File: src/rtl/rcb_pkg.sv
// ----------------------------------------------------------------------------
// rcb_pkg: colour balance shared types and constants
// Register codes, matrix constants, queue word and status structs.
// ----------------------------------------------------------------------------
package rcb_pkg;

  localparam int unsigned CFG_DATA_W = 14;
  localparam int unsigned CFG_IDX_W  = 8;

  typedef enum logic [CFG_IDX_W-1:0] {
    REG_CONTRAST = 8'd0,
    REG_BRIGHT   = 8'd1,
    REG_HUE      = 8'd2,
    REG_SAT      = 8'd3
  } reg_idx_e;

  localparam logic [CFG_DATA_W-1:0] CONTRAST_RST = 14'd4096;
  localparam logic [CFG_DATA_W-1:0] BRIGHT_RST   = 14'd0;
  localparam logic [CFG_DATA_W-1:0] HUE_RST      = 14'd0;
  localparam logic [CFG_DATA_W-1:0] SAT_RST      = 14'd4096;

  localparam longint PI_HALF_Q30 = 64'sd1686629713;

  // constant in units of 1e-7, to Q24 with rounding
  function automatic longint q24(longint u);
    return (u * 64'sd16777216 + 64'sd5000000) / 64'sd10000000;
  endfunction

  localparam longint K_YR = q24(64'sd2568160);
  localparam longint K_YG = q24(64'sd5041540);
  localparam longint K_YB = q24(64'sd979137);
  localparam longint K_UR = q24(64'sd1482460);
  localparam longint K_UG = q24(64'sd2910200);
  localparam longint K_UB = q24(64'sd4392660);
  localparam longint K_VR = q24(64'sd4392710);
  localparam longint K_VG = q24(64'sd3678330);
  localparam longint K_VB = q24(64'sd714380);
  localparam longint O_Y  = q24(64'sd11640000);
  localparam longint O_RV = q24(64'sd15960000);
  localparam longint O_GU = q24(64'sd3910000);
  localparam longint O_GV = q24(64'sd8130000);
  localparam longint O_BU = q24(64'sd20180000);

  typedef enum logic [3:0] {
    CS_IDLE, CS_SIN, CS_COS, CS_SC, CS_SS, CS_P1, CS_P2, CS_WR, CS_OFS
  } coef_state_e;

  typedef struct packed {
    logic       bypass;
    logic [7:0] red;
    logic [7:0] green;
    logic [7:0] blue;
    logic [7:0] alpha;
  } pixel_t;

  typedef struct packed {
    logic busy;
    logic bypass;
  } coef_status_t;

  typedef struct packed {
    logic full;
    logic empty;
  } queue_status_t;

  // round half up, then arithmetic shift right
  function automatic longint rsh(longint v, int unsigned sh);
    return (v + (64'sd1 <<< (sh - 1))) >>> sh;
  endfunction

  // signed matrix constant of term one or two of coefficient j
  function automatic logic signed [25:0] term_k(logic [3:0] j, logic second);
    logic signed [25:0] k;
    k = '0;
    case (j)
      4'd0: k = second ? 26'sd0 : 26'(K_YR);
      4'd1: k = second ? 26'sd0 : 26'(K_YG);
      4'd2: k = second ? 26'sd0 : 26'(K_YB);
      4'd3: k = second ? 26'(K_VR)  : -26'(K_UR);
      4'd4: k = second ? -26'(K_VG) : -26'(K_UG);
      4'd5: k = second ? -26'(K_VB) : 26'(K_UB);
      4'd6: k = second ? 26'(K_UR)  : 26'(K_VR);
      4'd7: k = second ? 26'(K_UG)  : -26'(K_VG);
      4'd8: k = second ? -26'(K_UB) : -26'(K_VB);
      default: k = '0;
    endcase
    return k;
  endfunction

endpackage

File: src/rtl/rcb_if.sv
// ----------------------------------------------------------------------------
// rcb_if: colour balance channel interfaces
// Pixel in, pixel out and register write channels.
// ----------------------------------------------------------------------------
interface rcb_in_if;
  logic       valid;
  logic       ready;
  logic [7:0] in_red;
  logic [7:0] in_green;
  logic [7:0] in_blue;
  logic [7:0] in_alpha;
  modport source (output valid, in_red, in_green, in_blue, in_alpha, input ready);
  modport sink   (input valid, in_red, in_green, in_blue, in_alpha, output ready);
endinterface


File: src/rtl/rcb_front.sv
// ----------------------------------------------------------------------------
// rcb_front: pixel intake and decoupling queue
// Accepts words, tags them with the bypass mode, holds two in a queue.
// ----------------------------------------------------------------------------
module rcb_front (
  input  logic                   clk_i,
  input  logic                   rst_ni,
  rcb_in_if.sink                 pix,
  input  rcb_pkg::coef_status_t  coef_st_i,
  output rcb_pkg::pixel_t        word_o,
  output logic                   word_valid_o,
  input  logic                   pop_i,
  output rcb_pkg::queue_status_t status_o
);

  rcb_pkg::pixel_t mem_q [2];
  logic            wr_q, rd_q;
  logic [1:0]      cnt_q;
  logic            push, pop;

  assign status_o.full  = (cnt_q == 2'd2);
  assign status_o.empty = (cnt_q == 2'd0);
  // hold intake while the matrix is being rebuilt
  assign pix.ready      = !status_o.full && !coef_st_i.busy;
  assign push           = pix.valid && pix.ready;
  assign pop            = pop_i && !status_o.empty;
  assign word_valid_o   = !status_o.empty;
  assign word_o         = mem_q[rd_q];

  always_ff @(posedge clk_i) begin
    if (push) begin
      mem_q[wr_q] <= '{bypass: coef_st_i.bypass, red: pix.in_red, green: pix.in_green,
                       blue: pix.in_blue, alpha: pix.in_alpha};
    end
  end

  always_ff @(posedge clk_i or negedge rst_ni) begin
    if (!rst_ni) begin
      wr_q  <= 1'b0;
      rd_q  <= 1'b0;
      cnt_q <= 2'd0;
    end else begin
      if (push) wr_q <= !wr_q;
      if (pop)  rd_q <= !rd_q;
      cnt_q <= cnt_q + 2'(push) - 2'(pop);
    end
  end

endmodule

File: src/flat_wrapper.sv
// flat-port wrapper written by rule: the top's interface ports become plain ports
module rcb_front_flat 
  (clk_i, rst_ni, coef_st_i, word_o, word_valid_o, pop_i, status_o, pix_valid, pix_in_red, pix_in_green, pix_in_blue, pix_in_alpha, pix_ready);
  rcb_in_if pix_i ();
  input  logic clk_i;
  input  logic rst_ni;
  input  rcb_pkg::coef_status_t coef_st_i;
  output rcb_pkg::pixel_t word_o;
  output logic word_valid_o;
  input  logic pop_i;
  output rcb_pkg::queue_status_t status_o;
  input wire logic [$bits(pix_i.valid)-1:0] pix_valid;
  input wire logic [$bits(pix_i.in_red)-1:0] pix_in_red;
  input wire logic [$bits(pix_i.in_green)-1:0] pix_in_green;
  input wire logic [$bits(pix_i.in_blue)-1:0] pix_in_blue;
  input wire logic [$bits(pix_i.in_alpha)-1:0] pix_in_alpha;
  output wire logic [$bits(pix_i.ready)-1:0] pix_ready;
  assign pix_i.valid = pix_valid;
  assign pix_i.in_red = pix_in_red;
  assign pix_i.in_green = pix_in_green;
  assign pix_i.in_blue = pix_in_blue;
  assign pix_i.in_alpha = pix_in_alpha;
  assign pix_ready = pix_i.ready;
  rcb_front u_core (.clk_i(clk_i), .rst_ni(rst_ni), .pix(pix_i), .coef_st_i(coef_st_i), .word_o(word_o), .word_valid_o(word_valid_o), .pop_i(pop_i), .status_o(status_o));
endmodule
File: config.mk
export PLATFORM = sky130hd
export DESIGN_NAME = rcb_front_flat
export DESIGN_NICKNAME = d
export VERILOG_FILES = /design/src/rtl/rcb_pkg.sv /design/src/rtl/rcb_if.sv /design/src/rtl/rcb_front.sv /design/src/flat_wrapper.sv
export SDC_FILE = /design/constraint.sdc
export NUM_CORES = 1
export LEC_CHECK = 0
export BUFFER_PORTS_ARGS = -buffer_cell sky130_fd_sc_hd__clkbuf_2
export CAP_MARGIN = 15
export CELL_PAD_IN_SITES_DETAIL_PLACEMENT = 1
export CELL_PAD_IN_SITES_GLOBAL_PLACEMENT = 2
export CORE_UTILIZATION = 30
export DETAILED_ROUTE_END_ITERATION = 6
export GPL_TIMING_DRIVEN = 0
export PLACE_DENSITY_LB_ADDON = 0.1
export SYNTH_ARGS = -nofsm -noshare
export SYNTH_HDL_FRONTEND = slang
export SYNTH_SLANG_ARGS = --single-unit
File: constraint.sdc
create_clock -name clk_i -period 3.2 [get_ports clk_i]
set_input_delay 0.64 -clock clk_i [delete_from_list [all_inputs] [get_ports clk_i]]
set_output_delay 0.64 -clock clk_i [all_outputs]
set_load 0.02 [all_outputs]
==> results list, run 1 <==
* Startpoint class of the critical path: flip-flop
- The first global-routing pass estimated 7200 µm of wire.
* CTS buffer count: 9
* Number of post-CTS setup repair buffers: 0
- Across all setup checks in the final design, the least slack found is 1.06 ns.
* Primary flip-flop cell chosen by synthesis mapping: sky130_fd_sc_hd__edfxtp_1
- After routing the design area is between 3000 and 4000 µm².
* Core Area: 8340 µm²
- The detailed router finished its first iteration with 40 violations.
- Required time reported for the critical path endpoint: 2.56 ns
* Simple-gate share of the synthesized area: 2.52%
- The clock period could shrink to 2.14 ns.
* Die width: 95.7 µm
- Insertion delay to the later sink of the worst-skew pair: 0.33 ns
* Synthesis Warnings: 0
- The die covers approximately 9200 µm².
- The clock arrives with 0.00866 ns of skew.
- Leftover overflow at the end of global routing: 0
- Largest cells by area after synthesis: sky130_fd_sc_hd__edfxtp_1, sky130_fd_sc_hd__mux2_2, sky130_fd_sc_hd__dfrtp_1
- TritonCTS clock tree: yes
- For this run, the total global-route usage over all layers was measured as ~11%.
* Effective utilization at floorplan: 31.6%
* Mux contribution to synthesized area: 14.1%
* CTS Root Buffer Type: sky130_fd_sc_hd__clkbuf_8
- The path class of the tightest hold or removal check is input pin to async pin.
- Of the total power, combinational logic draws 33.2%.
- Commonest cells in the synthesized netlist: sky130_fd_sc_hd__edfxtp_1, sky130_fd_sc_hd__mux2_2, sky130_fd_sc_hd__buf_6, sky130_fd_sc_hd__dfrtp_1, sky130_fd_sc_hd__inv_1
* H-tree levels: 3
- The worst setup path is captured at an output port.
- For the pin with the worst max-slew slack, the measured transition is 0.854 ns.
- Seq/Total Area, Yosys: between 70% and 80%
- Final setup fails: 0
- Period Utilization, post-route: 66.8%
- Remaining antenna violation count: 0
* Layout area overhead: 28.6%
- In the final design database the tool counted 249 nets.
- Max Freq: 468 MHz
* Area taken by flip-flops and latches: between 2000 and 2500 µm²
* Number of global-route vias before repair: 1481
- Final core utilization: 40.6%
* Power density over the cells: 865 nW/µm²
* Overall via count from detail_route: 1364
- Int Power: 2.03 mW
- The final hold violation count was 0.
- After detailed routing, the number of vias per cell comes to 4.28.
* Share of cells above drive strength 1: 61.7%
* Final Wtd Congestion: about 0.67
* Power share of the clock group: roughly a quarter
- Yosys mapped the design onto 15 distinct sky130hd cell types.
* Aggregate negative setup slack: 0 ns
* WL/cell: roughly 15 µm
- Area post-placement: 3170 µm²
- Synth Area in XOR/XNOR: 1.33%
- Maximum number of pins on one net before global-route repair: 34
- Synthesis produced 123 cells.
- 0 antenna diodes ended up in the layout.
- Seq cells post-synth: 70
- Cell count after placement: 303
- Cell with the most instances after synthesis: sky130_fd_sc_hd__edfxtp_1
* Cell type contributing the most total cell area after synthesis: sky130_fd_sc_hd__edfxtp_1
* Average footprint of a synthesized cell: roughly 21 µm²
- Summed over its instances, the top area cell type makes up 75.2% of the synthesized netlist area.
- Main combinational cell family by area after synthesis: multiplexers
- DP Wirelength: 3310 µm
- Power spent charging and discharging nets: approximately 0.90 mW
* Leak Pwr: 1.31 nW
* Placement-stage worst setup slack: 0.970 ns
- Synthesized net count: 163
- Run status: completed
- The count of buffers added on input and output ports is 74.
- In this run the worst setup path begins at u_core.rd_q.
* Unrepaired setup endpoints after global routing: no
* Data arrival time of the critical path: roughly 1.5 ns
* Max-cap violations: 0
* Critical-path maximum fanout: 10
* Post-route worst hold slack: 0.0990 ns
- Number of enable flip-flop cells after synthesis: 66
- Maximum ir drop on the vdd rail: between 200 and 300 µV
- Hold buffer count at cts: 0
* Non-Filler Instances: roughly 320
- Summing the areas of all compound-gate instances in the mapped netlist gives 0% of the synthesized area.
- DRC viols: 0
- Seq pwr share: 40.8%
- The synthesized netlist occupies a cell area of between 2000 and 3000 µm².
- For this design the top-level I/O count stands at 75.
- The clock net in this run drives a total of 70 sinks.
* Slew Limit Headroom: 43.1%
* Max Slew Vio Count: 0
* Path type of the worst setup path: flip-flop to output port
- Layout fillers: around 860
- For this run, asynchronously set or reset flops after synthesis account for 5.71%.
- The first TritonRoute pass finished after 3 iterations.
- In this run the critical register-to-register path is launched from u_core.cnt_q[1].
- Net switching is 30.8% of the power.
* Standard-cell row count: 33
- Maximum buffer depth of the clock tree: 2
- Post-CTS sizing: 0
- The initial antenna violation count was 0.
- Overall power: 2.93 mW
- Clock transition at path regs: 0.07 ns
- The routed design has 4760 µm of wire.
- Area used by multi-input combinational logic: 507 µm²
- After Yosys synthesis, full adders, half adders and majority gates account for less than 1% of the synthesized area.
* Die Y-Extent: around 96 µm
==> power by group through the flow <==
stage	Combinational [mW]	Sequential [mW]	Clock, mW
2_1_floorplan	0.688	1.20	0
5_1_grt	1.05	1.21	0.818
3_5_place_dp	0.993	1.22	0
4_1_cts	0.997	1.20	0.791
6_report	0.972	1.20	0.763
3_3_place_gp	0.954	1.21	0
==> cell families after synthesis <==
family	Yosys count
flip-flops	70
XOR/XNOR	4
adder cells (fa/ha/maj)	2
AND/OR/NAND/NOR	7
buffers and inverters	7
multiplexers	33
==> flip-flops by register name, indices dropped and copies added (netlist names) <==
name / cells
u_core.cnt_q: 2
u_core.rd_q: 1
u_core.mem_q: 66
u_core.wr_q: 1
==> worst max-delay path, cell delays in order (launching register included) <==
cell and delay (ns):
sky130_fd_sc_hd__dfrtp_1 0.34, sky130_fd_sc_hd__buf_6 0.14, sky130_fd_sc_hd__buf_6 0.17, sky130_fd_sc_hd__mux2_2 0.36, sky130_fd_sc_hd__clkbuf_2 0.16
==> path summary, 6_finish.rpt <==
kind,to,slack [ns],depth (start not counted)
max,word_o[30],1.06,4
min,u_core.wr_q,0.1,1
max reg2reg,u_core.mem_q[1][18],1.23,3
min reg2reg,u_core.cnt_q[1],0.52,1
max in group asynchronous,u_core.cnt_q[0],2.97,1
min in group clk_i,u_core.mem_q[1][10],0.49,1
==> per-layer routing <==
| layer | up-vias | routed length, µm | track usage, % | share of wire [%] |
|---|---|---|---|---|
| met5 | - | 0 | 0 | 0 |
| met4 | 0 | 108 | 6.34 | 2.3 |
| met3 | 10 | 246 | 2.76 | 5.2 |
| met2 | 46 | 2520 | 20.1 | 53 |
| met1 | 662 | 1890 | 11.7 | 40 |
| li1 | 646 | - | - | - |
==> cells in the final DEF, fill, tap and decap left out, drive strengths merged <==
master / Yosys / layout
buf: 4 / 5
nor2: 1 / 1
bufinv: 0 / 2
mux2: 33 / 33
ha: 2 / 2
clkbuf: 0 / 86
or2: 1 / 1
clkinv: 0 / 2
xor2: 2 / 2
nor2b: 2 / 2
inv: 3 / 3
dfrtp: 4 / 4
edfxtp: 66 / 66
xnor2: 2 / 2
and2: 2 / 2
nor3b: 1 / 1
==> area by class of cell <==
type | count | share of cell area (%)
clock buffers | 12 | 4.28
clock inverters | 4 | 2.07
well taps | 105 | 3.88
inverters | 3 | 0.332
plain buffers | 4 | 1.33
flip-flops and latches | 70 | 61.4
multi-input cells | 46 | 15.0
repair buffers | 75 | 11.7
(Power assumes the default switching activity.)
==> run 2, diff against run 1 <==
==> constraint.sdc (replaced) <==
create_clock -name clk_i -period 1.9 [get_ports clk_i]
set_input_delay 0.38 -clock clk_i [delete_from_list [all_inputs] [get_ports clk_i]]
set_output_delay 0.38 -clock clk_i [all_outputs]
set_load 0.02 [all_outputs]
==> run 2 against run 1 <==
Sequential power is 69% higher. Highest routed layer unchanged. Worst setup slack worse by 0.99 ns. Cell count is 1.9% higher. Sequential cell count unchanged. Worst hold slack gained 0.13 ns. Clock power is 72% higher. Total power grew 76%. Global-route usage rose by 1.0 points. Critical path depth is the same. Wire length rose by 6.9%. Count of clock-buffer cells in the layout down 3. Clock skew barely moved.
==> results list, run 2 (synthesis gave the netlist of run 1 again) <==
- Run status: completed
- The hold slack came to 0.232 ns (+0.133 ns).
- Clock sinks: 70 (unchanged)
- Leftover overflow at the end of global routing: 0 (unchanged)
- The number of remaining DRC errors is 0 (unchanged).
- CTS Root Buffer Type: sky130_fd_sc_hd__clkbuf_8
- Reg2Reg Launch Point: u_core.cnt_q[1]
- The final hold violation count was 0 (unchanged).
- The number of clock buffers inserted by TritonCTS is 9 (unchanged).
- The maximum fanout encountered on the critical timing path was 10 (unchanged).
* IO Port Bufs: 74 (unchanged)
* Effective utilization at floorplan: 31.6% (unchanged)
* Number of flip-flops under the largest register name: 66 (unchanged)
- Cell depth of the worst flop-to-flop path: 3 (unchanged)
* Worst hold-check path type: input pin to flip-flop
- Launch instance of the worst min-delay path: pix_in_green[7]
* Unrepaired setup endpoints after global routing: yes
- The largest clock skew in the final design is 0.00898 ns (+0.000317 ns).
* Max Freq: 547 MHz
- The sequential standard cell area was 2080 µm² (unchanged).
- The core area is 8340 µm² (unchanged).
- The overall die width is 95.7 µm (unchanged).
* Area post-placement: 3150 µm² (-0.87%)
* Global-route wire length before repair: 7710 µm (+7.0%)
- Non-Filler Instances: 325 (+1.9%)
- CP cell instances: buf_6 -> buf_12 -> mux2_2 -> clkbuf_2
* Number of global-route vias before repair: 1546 (+4.4%)
- The overall die area came to 9170 µm² (unchanged).
- The number of nets still failing antenna checks after routing came to 0 (unchanged).
* Crit path buffers/inverters: 3 (unchanged)
* H-tree levels: 3 (unchanged)
* Final Wtd Congestion: 0.625 (-6.3%)
* Setup crit end kind: output port
* Area used by multi-input combinational logic: 522 µm² (+3.0%)
- The diode insertion count for antenna repair was 0 (unchanged).
- Required time reported for the critical path endpoint: 1.52 ns (-1.04 ns)
- Layout fillers: 829 (-3.4%)
* Critical-path cell with the highest stage delay: sky130_fd_sc_hd__dfrtp_1
- Final core utilization: 42.2% (+1.6 points)
* Ports placed on the boundary: 75 (unchanged)
- The max-slew violation count came to 0 (unchanged).
- Path type of the worst setup path: flip-flop to output port
* Share of cells above drive strength 1: 63.2% (+1.5 points)
* Insertion delay to the later sink of the worst-skew pair: 0.33 ns (about the same)
- The minimum setup slack among reg-to-reg paths came to 0.13 ns (-1.10 ns).
* Largest delay contributor family on the critical path: buffers and inverters
* Power density over the cells: 1460 nW/µm² (+69%)
- The worst max-slew margin expressed relative to the limit is 67.3% (+24 points).
- All-Layer GR Usage: 12.1% (+1.0 points)
- Number of nets in the layout: 255 (+2.4%)
- The total power was 5.16 mW (+76%).
- In the finished design, the share of the clock period the worst path needs comes to a little over nine tenths.
- Layout area overhead: 33.6%
- TritonCTS built the clock tree.
- The number of violations of the max-capacitance limit was 0 (unchanged).
- Total non-filler cell area in the finished layout: 3520 µm² (+3.9%)
- Maximum buffer depth of the clock tree: 2 (unchanged)
* Placement-stage worst setup slack: -0.241 ns (-1.21 ns)
- Worst setup path endpoint: word_o[13]
- Startpoint class of the critical path: flip-flop
- The cell depth of the worst setup path came to 4 (unchanged).
* Aggregate negative setup slack: 0 ns (unchanged)
* Delay contributed by the slowest stage of the critical path: 0.35 ns (about the same)
* Drt pass-1 iters: 4 (+1)
- The library cell used most frequently in the layout, excluding fill and tap cells, is sky130_fd_sc_hd__edfxtp_1.
- The HPWL after detailed placement was 3230 µm (-2.3%).
- Die Y-Extent: 95.7 µm (unchanged)
- The worst path in the final design needs a cycle of around 1.8 ns, including I/O delays and setup.
- The register with the most flip-flops in the final layout is u_core.mem_q.
- Largest registers in the final layout: u_core.mem_q x66, u_core.cnt_q x2
* Iteration-0 DRC count of the detailed router: 30 (-25%)
* R2R Path End: u_core.mem_q[1][18]
- Clock transition at path regs: 0.08 ns (about the same)
* Detailed Route WL: 5090 µm (+6.9%)
* Data arrival time of the critical path: 1.45 ns (-0.05 ns)
* Leak Pwr: 1.36 nW (+3.4%)
- Via-to-Cell Ratio: 4.26 (-0.33%)
- The worst supply voltage drop on vdd was 495 µV (+68%).
- The average wire per standard cell is 15.7 µm (+4.9%).
* Worst Slack Setup Final: 0.0702 ns (-0.992 ns)
- Tracing the worst setup path back leads to its startpoint at u_core.rd_q.
- Number of antenna violations at the first check in global routing: 0 (unchanged)
* Cell count after placement: 302 (-0.33%)
* Most used cells in the layout excluding fill and tap cells: sky130_fd_sc_hd__edfxtp_1, sky130_fd_sc_hd__clkbuf_2, sky130_fd_sc_hd__mux2_2
- The slew of the pin with the lowest slew margin came to 0.491 ns (-0.363 ns).
* Final setup fails: 0 (unchanged)
- The number of cell rows was 33 (unchanged).
- Overall via count from detail_route: 1385 (+1.5%)
- Maximum number of pins on one net before global-route repair: 34 (unchanged)
## run 2: cell count changes in the layout (fill, tap and decap cells not counted), sizes merged
cell,change
clkbuf,-17
dlygate4sd3,+1
nor2b,+1
inv,+1
clkinvlp,+2
buf,+18
## run 2: report_power, final
group	switching [mW]	internal, mW
Clock	0.566	0.743
Combinational	0.948	0.877
Sequential	0.0930	1.93
Total	1.61	3.55
## run 2: what timing repair did
| item | in CTS | in global routing |
|---|---|---|
| endpoints found under the setup margin | 68 | 62 |
| gates resized for setup | 2 | 33 |
| hold endpoints to repair | 4 | 0 |
| hold buffers | 1 | 0 |
| cloned | 1 | 0 |
| setup buffers | 0 | 5 |
## run 2: per-layer routing
layer / share of wire [%] / global-route usage (%) / vias to the layer above
li1: - / - / 653
met1: 38 / 12.8 / 677
met2: 54 / 21.3 / 49
met3: 6.8 / 5.37 / 6
met4: 1.3 / 4.48 / 0
met5: 0 / 0 / -
## run 2: how the worst min path moves through the flow
stage                          end  slack (ns)  cells after the start
6_report       u_core.mem_q[0][23]        0.23                      1
5_1_grt        u_core.mem_q[0][23]        0.20                      1
4_1_cts        u_core.mem_q[1][24]        0.21                      1
3_5_place_dp           u_core.wr_q        0.20                      1
3_3_place_gp           u_core.wr_q        0.20                      1
2_1_floorplan      u_core.cnt_q[0]        0.08                      0
## run 2: worst reg2reg max path, cell delays in order, from the launching register on
cell and delay (ns):
sky130_fd_sc_hd__dfrtp_1 0.41, sky130_fd_sc_hd__nor2b_4 0.15, sky130_fd_sc_hd__nor3b_4 0.31, sky130_fd_sc_hd__and2_4 0.53
## run 2: cell type report
class                      instances  area share (%)
timing repair buffer              80            13.7
buffer                             4            2.02
clock inverter                     7            2.77
tap                              105            3.73
multi-input combinational         47            14.8
clock buffer                       9            3.52
inverter                           3           0.320
sequential                        70            59.1
==> run 3, diff against run 2 <==
--- a/config.mk
+++ b/config.mk
@@ -5,6 +5,7 @@
 export SDC_FILE = /design/constraint.sdc
 export NUM_CORES = 1
 export LEC_CHECK = 0
+export ABC_AREA = 1
 export BUFFER_PORTS_ARGS = -buffer_cell sky130_fd_sc_hd__clkbuf_2
 export CAP_MARGIN = 15
 export CELL_PAD_IN_SITES_DETAIL_PLACEMENT = 1
==> run 3 against run 2 <==
Register-to-register slack improved by 0.03 ns. Cell count rose by 26%. Utilization fell by 2.8 points. First-iteration DRC count rose by 6.7%. Worst setup slack improved by 0.084 ns. Via count rose by 24%. Largest cell class unchanged. Highest routed layer unchanged.
==> results list, run 3 <==
- The shortest clock period the worst path allows after layout came to 1.75 ns (-0.0839 ns).
- Max Freq: 573 MHz (+4.8%)
- Most used cells in the layout excluding fill and tap cells: sky130_fd_sc_hd__nand2_1, sky130_fd_sc_hd__clkbuf_2, sky130_fd_sc_hd__edfxtp_1
- Max Slew Vio Count: 0 (unchanged)
- All-Layer GR Usage: 12.3% (+0.13 points)
* Share of cells above drive strength 1: 36.2% (-27 points)
- Standard-cell row count: 34 (+3.0%)
- The detailed-routing iteration count for the pre-antenna-repair pass came to 4 (unchanged).
- Mapped cell area: 2710 µm² (+2.8%)
* Leading cell type in the layout, fill and taps excluded: sky130_fd_sc_hd__nand2_1
- Int Power: 3.15 mW (-11%)
* Insertion delay to the later sink of the worst-skew pair: 0.34 ns (about the same)
- The largest registers in the layout are u_core.mem_q x66, u_core.cnt_q x2.
- The number of flops mapped to enable cells by yosys came to 66 (unchanged).
* Power spent charging and discharging nets: 1.87 mW (+16%)
* Number of post-CTS setup repair buffers: 0 (unchanged)
- The sequential standard cell area was 2080 µm² (unchanged).
* Number of nets in the layout: 336 (+32%)
* H-tree levels: 3 (unchanged)
- The core utilization of the finished layout was 39.5% (-2.8 points).
- Period Utilization, post-route: 91.9% (-4.4 points)
- Leak Pwr: 1.54 nW (+14%)
- The critical path goes through buf_6 -> inv_8 -> buf_6 -> nand2_1 -> nand2_1 -> clkbuf_2.
- The global-route congestion overflow total was 0 (unchanged).
- The number of remaining DRC errors is 0 (unchanged).
- Final setup fails: 0 (unchanged)
- The number of nets still failing antenna checks after routing was 0 (unchanged).
* Worst setup path startpoint: u_core.rd_q
- Number of antenna violations at the first check in global routing: 0 (unchanged)
- Fraction of power consumed by combinational cells: 38.4% (+3.0 points)
- The diode insertion count for antenna repair came to 0 (unchanged).
- Critical-path maximum fanout: 10 (unchanged)
- Commonest cells in the synthesized netlist: sky130_fd_sc_hd__nand2_1, sky130_fd_sc_hd__edfxtp_1, sky130_fd_sc_hd__inv_1, sky130_fd_sc_hd__nand2_2
- The flip-flop count of the largest register, all copies and words added is 66 (unchanged).
* Layout area overhead: 27.0%
- Clock sinks: 70 (unchanged)
- The number of distinct library cell variants in the gate-level netlist after synthesis is 13 (-2).
- Placement-stage worst setup slack: 0.0978 ns (+0.339 ns)
* Effective utilization at floorplan: 31.1% (-0.55 points)
- Synthesized netlist cell count: 209 (+70%)
- The clock transition at the registers of the reported paths came to 0.07 ns (about the same).
- Sw Share: 37.2% (+6.1 points)
* Cell count after placement: 392 (+30%)
- Overall via count from detail_route: 1712 (+24%)
- Cell type contributing the most total cell area after synthesis: sky130_fd_sc_hd__edfxtp_1
* Die width: 97.0 µm (+1.3%)
- Maximum number of pins on one net before global-route repair: 34 (unchanged)
* Worst setup path endpoint: word_o[29]
- Worst hold-check path type: input pin to flip-flop
- TritonCTS built the clock tree.
- The synthesis warning total came to 0 (unchanged).
- Number of global-route vias before repair: 1763 (+14%)
* Seq/Total Area, Yosys: 76.9% (-2.1 points)
* Average footprint of a synthesized cell: 13.0 µm² (-40%)
* Area used by multi-input combinational logic: 503 µm² (-3.6%)
- The overall die area was 9410 µm² (+2.7%).
- The worst setup path is launched from a flip-flop.
* Reg2Reg Launch Point: u_core.cnt_q[1]
- The slowest stage of the critical path is the sky130_fd_sc_hd__dfrtp_1 cell.
- The final hold violation count is 0 (unchanged).
* Register name with the most flops: u_core.mem_q
- The average wire per standard cell came to 13.0 µm (-17%).
- Layout fillers: 962 (+16%)
- The worst supply voltage drop on vdd was 489 µV (-1.3%).
- Cell with the most instances after synthesis: sky130_fd_sc_hd__nand2_1
* Power share of the clock group: 22.0% (-3.4 points)
* Global-route wire length before repair: 8560 µm (+11%)
* CTS Root Buffer Type: sky130_fd_sc_hd__clkbuf_8
- The critical path is of the flip-flop to output port type.
- Iteration-0 DRC count of the detailed router: 32 (+6.7%)
- DP Wirelength: 3660 µm (+13%)
- The via density per instance was 4.19 (-1.8%).
- Clock skew after layout: 0.00700 ns (-0.00198 ns)
* Seq cells post-synth: 70 (unchanged)
* Worst Slack Setup Final: 0.154 ns (+0.0839 ns)
* Cell depth of the worst flop-to-flop path: 4 (+1)
- Non-Filler Instances: 409 (+26%)
- Setup crit end kind: output port
- Maximum buffer depth of the clock tree: 2 (unchanged)
- The total wire length came to 5320 µm (+4.5%).
- Ports placed on the boundary: 75 (unchanged)
- The slew of the pin with the lowest slew margin was 0.779 ns (+0.288 ns).
* CTS buffer count: 9 (unchanged)
- Fraction of post-synthesis cell area in the top cell type by area: 73.2% (-2.0 points)
* Data arrival time of the critical path: 1.37 ns (-0.08 ns)
* Max-cap violations: 0 (unchanged)
- Die Y-Extent: 97.0 µm (+1.3%)
- The worst max-slew margin expressed relative to the limit came to 48.0% (-19 points).
- The core area is 8720 µm² (+4.6%).
* Delay contributed by the slowest stage of the critical path: 0.38 ns (+0.03 ns)
- Primary flip-flop cell chosen by synthesis mapping: sky130_fd_sc_hd__edfxtp_1
- Seq pwr share: 39.6% (+0.3 points)
- The proportion of synthesized flip-flops having asynchronous set or reset came to 5.71% (unchanged).
* Power density over the cells: 1460 nW/µm² (-0.37%)
- The run finished with clean final reports.
* Final Wtd Congestion: 0.639 (+2.2%)
- Largest cells by area after synthesis: sky130_fd_sc_hd__edfxtp_1, sky130_fd_sc_hd__nand2_1, sky130_fd_sc_hd__dfrtp_1
- Synthesized net count: 249 (+53%)
* Worst reg-to-reg setup slack: 0.16 ns (+0.03 ns)
- The number of I/O port buffers was 74 (unchanged).
- The required time at the endpoint of the critical path was 1.52 ns (about the same).
- Setup repair after global routing left no endpoint under its margin.
- Aggregate negative setup slack: 0 ns (unchanged)
* R2R Path End: u_core.mem_q[1][19]
run 3: changes by cell type in the layout (fill, tap and decap cells not counted), sizes merged, moves of 9 or more:
cell	before	now
buf	23	8
mux2	33	0
nand2	0	111
inv	4	13
clkbuf	69	85
run 3: layout make-up:
class | instances | area share [%]
well taps | 108 | 3.93
flip-flops and latches | 70 | 60.5
plain buffers | 7 | 2.18
clock buffers | 11 | 3.82
repair buffers | 76 | 11.9
inverters | 13 | 1.64
clock inverters | 5 | 1.45
multi-input cells | 119 | 14.6
run 3: cells by family after synthesis:
kind of cell  Yosys count  share of synthesized area [%]
buf+inv                20                           4.85
flops                  70                           76.9
simple gates          117                           17.4
fa+ha+maj               2                          0.924
run 3: power groups by stage:
| stage | sequential, mW | clock [mW] | combinational (mW) |
|---|---|---|---|
| finish | 1.99 | 1.11 | 1.93 |
| global route | 2.00 | 1.23 | 2.15 |
| CTS | 1.99 | 1.16 | 1.99 |
| detailed placement | 2.02 | 0 | 1.99 |
| global placement | 2.02 | 0 | 1.94 |
| floorplan | 2.01 | 0 | 1.31 |
run 3: what timing repair did:
item | in CTS | in global routing
gates resized for setup | 0 | 0
hold endpoints to repair | 4 | 0
hold buffers | 1 | 0
run 3: worst min path at each step:
stage,to,slack [ns],depth (start not counted),from
after floorplan,u_core.cnt_q[0],0.08,0,rst_ni
after global placement,u_core.wr_q,0.20,1,rst_ni
after detailed placement,u_core.wr_q,0.21,1,rst_ni
after CTS,u_core.mem_q[1][26],0.21,1,pix_in_red[2]
after global routing,u_core.mem_q[1][15],0.21,1,pix_in_blue[7]
final,u_core.mem_q[1][15],0.23,1,pix_in_blue[7]
run 3: critical path, delay by kind of cell (launching register included):
kind          cells  cell delay, ns
buf+inv           4            0.54
simple gates      2            0.12
flops             1            0.38
run 3: per-stage QoR:
| step | total power [mW] | hold slack [ns] | area (µm²) |
|---|---|---|---|
| 3_5_place_dp | 4.01 | 0.206 | 3250 |
| 6_report | 5.02 | 0.230 | 3440 |
| 2_1_floorplan | 3.32 | 0.0844 | 2710 |
| 3_3_place_gp | 3.97 | 0.202 | 3220 |
| 4_1_cts | 5.14 | 0.208 | 3440 |
| 5_1_grt | 5.38 | 0.207 | 3440 |
run 3: metal layers:
metal  global-route usage (%)  up-vias  part of all wire (%)
li1                         -      864                     -
met1                     13.7      787                    43
met2                     20.5       50                    49
met3                     3.97       11                   6.1
met4                     6.89        0                   2.2
met5                        0        -                     0
